<file path="config.mk">
export PLATFORM = sky130hd
export DESIGN_NAME = midi_message_framer_unit
export DESIGN_NICKNAME = d
export VERILOG_FILES = /design/src/rtl/mmf_pkg.sv /design/src/rtl/mmf_ctrl.sv /design/src/rtl/mmf_datapath.sv /design/src/rtl/midi_message_framer_unit.sv
export SDC_FILE = /design/constraint.sdc
export NUM_CORES = 1
export LEC_CHECK = 0
export BUFFER_PORTS_ARGS = -buffer_cell sky130_fd_sc_hd__clkbuf_2
export CAP_MARGIN = 15
export CORE_MARGIN = 4
export CORE_UTILIZATION = 45
export CTS_CLUSTER_SIZE = 25
export DETAILED_ROUTE_END_ITERATION = 12
export HOLD_SLACK_MARGIN = 0.06
export SETUP_SLACK_MARGIN = 0.15
export SYNTH_ARGS = -nofsm -noshare
export SYNTH_HDL_FRONTEND = slang
export SYNTH_SLANG_ARGS = --single-unit
</file>
<file path="constraint.sdc">
create_clock -name clk -period 6.8 [get_ports clk]
set_clock_uncertainty 0.2 [all_clocks]
set_input_delay 1.02 -clock clk [delete_from_list [all_inputs] [get_ports clk]]
set_output_delay 1.02 -clock clk [all_outputs]
set_load 0.05 [all_outputs]
</file>
<file path="src/rtl/mmf_pkg.sv">
`default_nettype none

package mmf_pkg;

  localparam logic [7:0] ST_REALTIME = 8'hF8;
  localparam logic [7:0] ST_SYSEX = 8'hF0;
  localparam logic [7:0] ST_SYSEX_END = 8'hF7;
  localparam logic [7:0] ST_QFRAME = 8'hF1;
  localparam logic [7:0] ST_SONG_POS = 8'hF2;
  localparam logic [7:0] ST_SONG_SEL = 8'hF3;
  localparam logic [7:0] ST_TUNE_REQ = 8'hF6;
  localparam logic [7:0] ST_PROG_CHG = 8'hC0;
  localparam logic [7:0] ST_CHAN_PRESS = 8'hD0;
  localparam logic [7:0] ST_STATUS_BIT = 8'h80;

  typedef enum logic [2:0] {
    S_IDLE,
    S_PROC,
    S_EMIT,
    S_QF_HEAD,
    S_QF_TAIL,
    S_READ,
    S_SEND
  } state_t;

  typedef enum logic [1:0] {
    ACT_NONE,
    ACT_DIRECT,
    ACT_QF,
    ACT_DRAIN
  } act_t;

  typedef enum logic [1:0] {
    OSRC_BYTE,
    OSRC_QF_HEAD,
    OSRC_STORE
  } osrc_t;

  typedef struct packed {
    logic  capture;
    logic  process;
    logic  read;
    logic  advance;
    logic  load;
    osrc_t osrc;
  } ctrl_cmd_t;

  typedef struct packed {
    act_t act;
    logic slot_free;
    logic drain_last;
  } dp_status_t;

  // Total message length including the status byte; zero marks SysEx, realtime or
  // an undefined status.
  function automatic logic [1:0] len_of_status(input logic [7:0] s);
    logic [1:0] len;
    if (s >= ST_SYSEX) begin
      if (s == ST_QFRAME || s == ST_SONG_SEL) begin
        len = 2'd2;
      end else if (s == ST_SONG_POS) begin
        len = 2'd3;
      end else if (s == ST_TUNE_REQ) begin
        len = 2'd1;
      end else begin
        len = 2'd0;
      end
    end else if ((s & 8'hF0) == ST_PROG_CHG || (s & 8'hF0) == ST_CHAN_PRESS) begin
      len = 2'd2;
    end else begin
      len = 2'd3;
    end
    return len;
  endfunction

endpackage

`default_nettype wire

</file>
<file path="src/rtl/mmf_ctrl.sv">
`default_nettype none

module mmf_ctrl (
  input  wire                    clk,
  input  wire                    rst,
  input  wire                    in_valid,
  output logic                   in_ready,
  input  mmf_pkg::dp_status_t    status,
  output mmf_pkg::ctrl_cmd_t     cmd
);
  import mmf_pkg::*;

  state_t state;
  state_t state_next;

  always_ff @(posedge clk) begin
    if (rst) begin
      state <= S_IDLE;
    end else begin
      state <= state_next;
    end
  end

  always_comb begin
    state_next = state;
    unique case (state)
      S_IDLE: begin
        if (in_valid) state_next = S_PROC;
      end
      S_PROC: begin
        unique case (status.act)
          ACT_NONE:   state_next = S_IDLE;
          ACT_DIRECT: state_next = S_EMIT;
          ACT_QF:     state_next = S_QF_HEAD;
          ACT_DRAIN:  state_next = S_READ;
          default:    state_next = S_IDLE;
        endcase
      end
      S_EMIT: begin
        if (status.slot_free) state_next = S_IDLE;
      end
      S_QF_HEAD: begin
        if (status.slot_free) state_next = S_QF_TAIL;
      end
      S_QF_TAIL: begin
        if (status.slot_free) state_next = S_IDLE;
      end
      S_READ: begin
        state_next = S_SEND;
      end
      S_SEND: begin
        if (status.slot_free) state_next = status.drain_last ? S_IDLE : S_READ;
      end
      default: state_next = S_IDLE;
    endcase
  end

  always_comb begin
    in_ready    = 1'b0;
    cmd         = '0;
    cmd.osrc    = OSRC_BYTE;
    unique case (state)
      S_IDLE: begin
        in_ready    = 1'b1;
        cmd.capture = in_valid;
      end
      S_PROC: begin
        cmd.process = 1'b1;
      end
      S_EMIT, S_QF_TAIL: begin
        cmd.load = status.slot_free;
        cmd.osrc = OSRC_BYTE;
      end
      S_QF_HEAD: begin
        cmd.load = status.slot_free;
        cmd.osrc = OSRC_QF_HEAD;
      end
      S_READ: begin
        cmd.read = 1'b1;
      end
      S_SEND: begin
        cmd.load    = status.slot_free;
        cmd.osrc    = OSRC_STORE;
        cmd.advance = status.slot_free && !status.drain_last;
      end
      default: begin
        cmd.process = 1'b0;
      end
    endcase
  end

endmodule

`default_nettype wire

</file>
<file path="src/rtl/mmf_datapath.sv">
`default_nettype none

module mmf_datapath #(
  parameter int SYSEX_HOLD = 63
) (
  input  wire                    clk,
  input  wire                    rst,
  input  wire  [7:0]             in_byte,
  input  mmf_pkg::ctrl_cmd_t     cmd,
  output mmf_pkg::dp_status_t    status,
  output logic                   out_valid,
  input  wire                    out_ready,
  output logic [7:0]             out_byte,
  output logic                   last_of_message
);
  import mmf_pkg::*;

  localparam int DEPTH = SYSEX_HOLD + 1;
  localparam int CNT_W = $clog2(SYSEX_HOLD + 2);
  localparam int IDX_W = $clog2(DEPTH);

  // Index zero of a message is kept in msg_status; the store holds the rest.
  logic [7:0]       mem [DEPTH];
  logic [7:0]       mem_q;

  logic [7:0]       cur_byte;
  logic [CNT_W-1:0] cnt;
  logic [1:0]       exp_len;
  logic [7:0]       run_status;
  logic [7:0]       msg_status;
  logic             sysex_open;
  logic             qf_pending;
  logic [CNT_W-1:0] drain_len;
  logic [CNT_W-1:0] rd_idx;

  logic [CNT_W-1:0] cnt_next;
  logic [1:0]       exp_len_next;
  logic [7:0]       run_status_next;
  logic [7:0]       msg_status_next;
  logic             sysex_open_next;
  logic             qf_pending_next;
  logic [CNT_W-1:0] drain_len_next;
  logic             wr_en;
  logic [IDX_W-1:0] wr_idx;
  logic [7:0]       wr_data;
  act_t             act;

  always_comb begin
    logic             incomplete;
    logic             qf_open;
    logic [1:0]       blen;
    logic [CNT_W-1:0] base_cnt;
    logic [CNT_W-1:0] new_cnt;
    logic [1:0]       elen;
    cnt_next        = cnt;
    exp_len_next    = exp_len;
    run_status_next = run_status;
    msg_status_next = msg_status;
    sysex_open_next = sysex_open;
    qf_pending_next = qf_pending;
    drain_len_next  = drain_len;
    wr_en           = 1'b0;
    wr_idx          = cnt[IDX_W-1:0];
    wr_data         = cur_byte;
    act             = ACT_NONE;
    incomplete = sysex_open || (exp_len != 2'd0 && cnt < CNT_W'(exp_len));
    qf_open    = !sysex_open && cnt != '0 && msg_status == ST_QFRAME;
    blen       = len_of_status(cur_byte);
    base_cnt   = (cnt == '0) ? CNT_W'(1) : cnt;
    new_cnt    = base_cnt + CNT_W'(1);
    elen       = (cnt == '0) ? len_of_status(run_status) : exp_len;

    if (cur_byte[7]) begin
      if (cur_byte >= ST_REALTIME) begin
        act = ACT_DIRECT;
      end else if (cur_byte == ST_QFRAME && incomplete && !qf_open) begin
        // A quarter frame nests inside the open message, which resumes after it.
        qf_pending_next = 1'b1;
      end else begin
        qf_pending_next = 1'b0;
        if (cur_byte == ST_SYSEX) begin
          cnt_next        = CNT_W'(1);
          msg_status_next = ST_SYSEX;
          sysex_open_next = 1'b1;
          exp_len_next    = 2'd0;
          run_status_next = 8'h00;
        end else if (cur_byte == ST_SYSEX_END) begin
          if (sysex_open) begin
            wr_en           = 1'b1;
            drain_len_next  = cnt + CNT_W'(1);
            cnt_next        = '0;
            exp_len_next    = 2'd0;
            sysex_open_next = 1'b0;
            act             = ACT_DRAIN;
          end
        end else begin
          sysex_open_next = 1'b0;
          if (blen == 2'd0) begin
            cnt_next     = '0;
            exp_len_next = 2'd0;
          end else begin
            msg_status_next = cur_byte;
            run_status_next = (cur_byte < ST_SYSEX) ? cur_byte : 8'h00;
            if (blen == 2'd1) begin
              drain_len_next = CNT_W'(1);
              cnt_next       = '0;
              exp_len_next   = 2'd0;
              act            = ACT_DRAIN;
            end else begin
              cnt_next     = CNT_W'(1);
              exp_len_next = blen;
            end
          end
        end
      end
    end else if (qf_pending) begin
      qf_pending_next = 1'b0;
      act             = ACT_QF;
    end else if (sysex_open) begin
      if (cnt >= CNT_W'(SYSEX_HOLD)) begin
        // Overflow drops everything, running status included.
        cnt_next        = '0;
        exp_len_next    = 2'd0;
        run_status_next = 8'h00;
        sysex_open_next = 1'b0;
      end else begin
        wr_en    = 1'b1;
        cnt_next = cnt + CNT_W'(1);
      end
    end else if (cnt != '0 || run_status != 8'h00) begin
      if (cnt == '0) msg_status_next = run_status;
      wr_en  = 1'b1;
      wr_idx = base_cnt[IDX_W-1:0];
      if (elen != 2'd0 && new_cnt >= CNT_W'(elen)) begin
        drain_len_next = new_cnt;
        cnt_next       = '0;
        exp_len_next   = 2'd0;
        act            = ACT_DRAIN;
      end else begin
        cnt_next     = new_cnt;
        exp_len_next = elen;
      end
    end
  end

  always_ff @(posedge clk) begin
    if (cmd.process && wr_en) begin
      mem[wr_idx] <= wr_data;
    end
    if (cmd.read) begin
      mem_q <= mem[rd_idx[IDX_W-1:0]];
    end
  end

  always_ff @(posedge clk) begin
    if (rst) begin
      cnt        <= '0;
      exp_len    <= 2'd0;
      run_status <= 8'h00;
      sysex_open <= 1'b0;
      qf_pending <= 1'b0;
      out_valid  <= 1'b0;
    end else begin
      if (cmd.process) begin
        cnt        <= cnt_next;
        exp_len    <= exp_len_next;
        run_status <= run_status_next;
        sysex_open <= sysex_open_next;
        qf_pending <= qf_pending_next;
      end
      if (cmd.load) begin
        out_valid <= 1'b1;
      end else if (out_ready) begin
        out_valid <= 1'b0;
      end
    end
  end

  always_ff @(posedge clk) begin
    if (cmd.capture) begin
      cur_byte <= in_byte;
    end
    if (cmd.process) begin
      msg_status <= msg_status_next;
      drain_len  <= drain_len_next;
      rd_idx     <= '0;
    end else if (cmd.advance) begin
      rd_idx <= rd_idx + CNT_W'(1);
    end
    if (cmd.load) begin
      unique case (cmd.osrc)
        OSRC_BYTE: begin
          out_byte        <= cur_byte;
          last_of_message <= 1'b1;
        end
        OSRC_QF_HEAD: begin
          out_byte        <= ST_QFRAME;
          last_of_message <= 1'b0;
        end
        OSRC_STORE: begin
          out_byte        <= (rd_idx == '0) ? msg_status : mem_q;
          last_of_message <= status.drain_last;
        end
        default: begin
          out_byte        <= cur_byte;
          last_of_message <= 1'b1;
        end
      endcase
    end
  end

  always_comb begin
    status.act        = act;
    status.slot_free  = !out_valid || out_ready;
    status.drain_last = (rd_idx == drain_len - CNT_W'(1));
  end

endmodule

`default_nettype wire

</file>
<file path="src/rtl/midi_message_framer_unit.sv">
`default_nettype none

// MIDI message framer: takes one raw MIDI byte per request and delivers
// complete messages byte by byte, last_of_message high on the final byte.
// Realtime bytes pass straight through, channel and system common messages
// are framed to their lengths with running status for channel messages, and
// SysEx is held until F7 and then sent whole. A byte that completes nothing
// passes through capture, then decode and state update. A realtime byte is
// loaded in the EMIT state and a nested quarter frame in QF_HEAD and QF_TAIL,
// and a completed message passes READ then SEND per byte, since each byte
// is read from the single port message store with a registered read before
// it enters the output register. The store has SYSEX_HOLD + 1 entries and
// needs no clearing after reset. The output register lets a new byte be
// accepted while a result still waits to be taken.
module midi_message_framer_unit #(
  parameter int SYSEX_HOLD = 63
) (
  input  wire         clk,
  input  wire         rst,
  input  wire         in_valid,
  output logic        in_ready,
  input  wire  [7:0]  in_byte,
  output logic        out_valid,
  input  wire         out_ready,
  output logic [7:0]  out_byte,
  output logic        last_of_message
);
  import mmf_pkg::*;

  ctrl_cmd_t  cmd;
  dp_status_t status;

  mmf_ctrl u_ctrl (
    .clk      (clk),
    .rst      (rst),
    .in_valid (in_valid),
    .in_ready (in_ready),
    .status   (status),
    .cmd      (cmd)
  );

  mmf_datapath #(
    .SYSEX_HOLD (SYSEX_HOLD)
  ) u_datapath (
    .clk             (clk),
    .rst             (rst),
    .in_byte         (in_byte),
    .cmd             (cmd),
    .status          (status),
    .out_valid       (out_valid),
    .out_ready       (out_ready),
    .out_byte        (out_byte),
    .last_of_message (last_of_message)
  );

endmodule

`default_nettype wire

</file>
==> out/summary.txt <==
Status - completed
Die height - 239 um
Vias per inst - 6.03
Rows - 84
Number of synthesized flops with an enable pin - 552
HP Class - reg2reg
Simple-gate share of the synthesized area - 5.63%
# nets final - 1,324
Crit-path max cell delay - 0.42 ns
Post-DR wirelength/cell - 27.8 um
DR DRC count - 0
Share of cells above drive strength 1 - 23.9%
CTS tree - yes
Area Growth Syn to Fin - 11.5%
Remaining Overflow, GRT - 0
Largest family of logic cells by synthesized area - multiplexers
Postcts setup bufs - 0
Final WL - 56,700 um
Max FO, Critical Path - 10
Period utilization - 61.2%
Mapped Area - 23,900 um^2
Initial antenna violation count - 0
Syn avg cell area - 18.8 um^2
Post-Syn Instances - 1,276
# resized after CTS - 0
Num CTS Buffers - 57
Port Buffers - 22
Compound-Gate Fraction of Synth Area - 4.01%
Yosys warns - 0
Die Wd - 239 um
Crit Path Category - reg2reg
Fin. Hold Viols - 0
Worst setup SP type - register
Initial Utilization - 45.4%
Detailed-placement wirelength estimate - 34,900 um
Pwr Density - 281 nW/um^2
Crit-path cells - inv_1 > ha_1 > or3b_4 > nor2_4 > mux2_2 > ha_1 > nand2b_1 > a211oi_1 > nand4_1 > o22ai_2 > o41ai_1 > nand2b_1 > ha_1 > o21ai_0 > nor2_1 > a31oi_1 > nor2_1
# diodes - 0
DR pass1 iterations - 5
Max VDD drop - 222 uV
Post-route cell area - 26,700 um^2
# fillers - 4,153
Skew-Pair Late Insertion Delay - 0.62 ns
Post-Synth XOR/XNOR Area - 0.476%
Post-route ant nets - 0
Multi-input gate area - 6330 um^2
Largest net degree at the start of global routing - 95
Unrepaired setup endpoints after global routing - no
Clk sinks - 582
Via Count - 12.3k
# IOs - 23
Rel. slew slack - 26.6%
Syn nets - 1,298
Multiplexer area fraction after synthesis - 15.7%
GPL Wtd Cong - 0.900
Final Setup Violations - 0
Arr. time, crit path - 4.44 ns
Sequential element share of the synthesized area - 71.8%
Crit-path slowest cell - or3b_4
Placed instance area - 24,700 um^2
Yosys cell types - 78
Total negative setup slack - 0 ns
Register bit total from synthesis - 582
Hold-fix buffers, CTS - 0
Die area - 56,900 um^2
Worst-Margin Slew - 1.10 ns
H-tree depth - 2
Ys async rst share - 0%
First-pass GRT wire length - 84,600 um
First-iteration detailed-routing DRC count - 1,266
Clock tree buffer depth - 3
Endpoint type of the worst setup path - register
Minimum clock period - 4.16 ns
F_max - 240 MHz
Storage cell area - 17,200 um^2
Most common flop cell mapped by yosys - edfxtp_1
Root Buffer Master - clkbuf_16
Number of max-cap violations - 0
Crit path required time - 7.08 ns
Core Box Area - 52,700 um^2
Adder-cell share of the synthesized area - 0.565%
Vias in the first global route - 12.5k
Max Slew Vio Count - 0
Leakage - 0.00803 uW
Critical path's most frequent cell - ha_1
Total track usage - 20.1%
Worst-path clk slew - 0.06 ns
-- critical path, delay by kind of cell, from the launching register on --
kind | cells | cell delay [ns]
muxes | 1 | 0.40
buffers and inverters | 1 | 0.18
AOI/OAI and AO/OA | 5 | 0.93
DFF | 1 | 0.41
and+or+nand+nor | 7 | 1.15
adders and majority gates | 3 | 0.77
-- registers in the layout, indices dropped and copies added (netlist names), 8 cells and up --
signal	count
u_datapath.mem	512
u_datapath.cur_byte	8
u_datapath.mem_q	8
u_datapath.msg_status	8
u_datapath.out_byte	8
u_datapath.run_status	8
-- cell usage after synthesis (4+ instances only) --
library cell / n / share of area, %
edfxtp_1: 552 / 69
mux4_2: 159 / 15
nor2_1: 100 / 1.6
nand2_1: 43 / 0.67
o21ai_0: 34 / 0.71
clkbuf_1: 32 / 0.50
a21oi_1: 31 / 0.65
dfxtp_1: 30 / 2.5
buf_2: 23 / 0.48
nand3_1: 21 / 0.44
inv_1: 18 / 0.28
a22oi_1: 17 / 0.53
mux2i_1: 12 / 0.50
buf_1: 11 / 0.17
nand4_1: 11 / 0.29
ha_1: 10 / 0.52
and2_1: 9 / 0.24
nor2b_1: 9 / 0.24
nor3_1: 9 / 0.19
nand2b_1: 8 / 0.21
nand3b_1: 8 / 0.25
xnor2_1: 7 / 0.26
a22o_1: 6 / 0.22
buf_4: 6 / 0.19
mux2_2: 6 / 0.28
xor2_1: 6 / 0.22
and3_1: 5 / 0.13
o31ai_1: 5 / 0.16
or4_1: 5 / 0.16
a31o_2: 4 / 0.15
o211ai_1: 4 / 0.13
-- metrics by stage --
step	hold slack (ns)	util [%]	cells	total power (uW)	setup slack, ns
after floorplan	0.259	-	1276	4210	2.99
after global placement	0.278	47.0	1931	4310	2.76
after detailed placement	0.288	47.0	1931	4320	2.71
after CTS	0.297	50.7	2038	7560	2.67
after global routing	0.332	50.7	2038	7730	2.39
final	0.298	50.7	2038	7490	2.64
-- report_power, final --
part | internal [uW] | switching [uW] | leakage (uW) | total [uW]
sequential | 3950 | 17.0 | 0.00522 | 3970
clock | 1900 | 1350 | 0.000933 | 3260
combinational | 71.4 | 197 | 0.00188 | 269
total | 5930 | 1570 | 0.00803 | 7490
-- cells by family after synthesis --
logic type,count (synthesis)
flops,582
simple gates,259
mux,177
compound gates,139
buf+inv,95
xor+xnor,13
fa+ha+maj,11
-- routing by layer --
layer / up-vias / GRT usage, % / wire length [um]
met3: 78 / 3.05 / 3650
met4: 0 / 5.77 / 1370
li1: 5297 / - / -
met5: - / 0 / 0
met2: 473 / 31.1 / 26700
met1: 6433 / 30.0 / 25000
-- path summary, 6_finish.rpt --
kind / slack (ns) / cells after the start / to / startpoint
min: 0.30 / 2 / u_datapath.qf_pending / u_datapath.qf_pending
max: 2.64 / 17 / u_ctrl.state[1] / u_datapath.cnt[0]
min reg2reg: 0.30 / 2 / u_datapath.qf_pending / u_datapath.qf_pending
max reg2reg: 2.64 / 17 / u_ctrl.state[1] / u_datapath.cnt[0]
-- layout make-up --
type | instances | area share (%)
Clock buffer | 73 | 5.73
Tap cell | 688 | 3.23
Timing Repair Buffer | 42 | 1.07
Inverter | 20 | 0.281
Sequential cell | 582 | 64.4
Multi-Input combinational cell | 599 | 23.7
Clock inverter | 34 | 1.54
-- cells in the final DEF (no fill, tap or decap), drive strengths merged, types with 4 or more instances in the layout --
master / instances
nand2: 43
a31o: 4
o22ai: 4
o211ai: 4
or4: 7
clkinv: 18
a2111oi: 4
o31ai: 5
and3: 5
mux2i: 12
xor2: 6
inv: 23
nor3: 10
edfxtp: 552
ha: 10
mux4: 159
o21ai: 34
dfxtp: 30
nand2b: 8
xnor2: 7
buf: 20
and2: 10
a22o: 6
clkinvlp: 5
clkbuf: 95
nor4: 4
a22oi: 17
nand3: 21
nor2b: 9
nand3b: 8
mux2: 6
a21oi: 31
nand4: 11
nor2: 103
bufinv: 8
No activity file was read; power rests on OpenSTA's default activity.
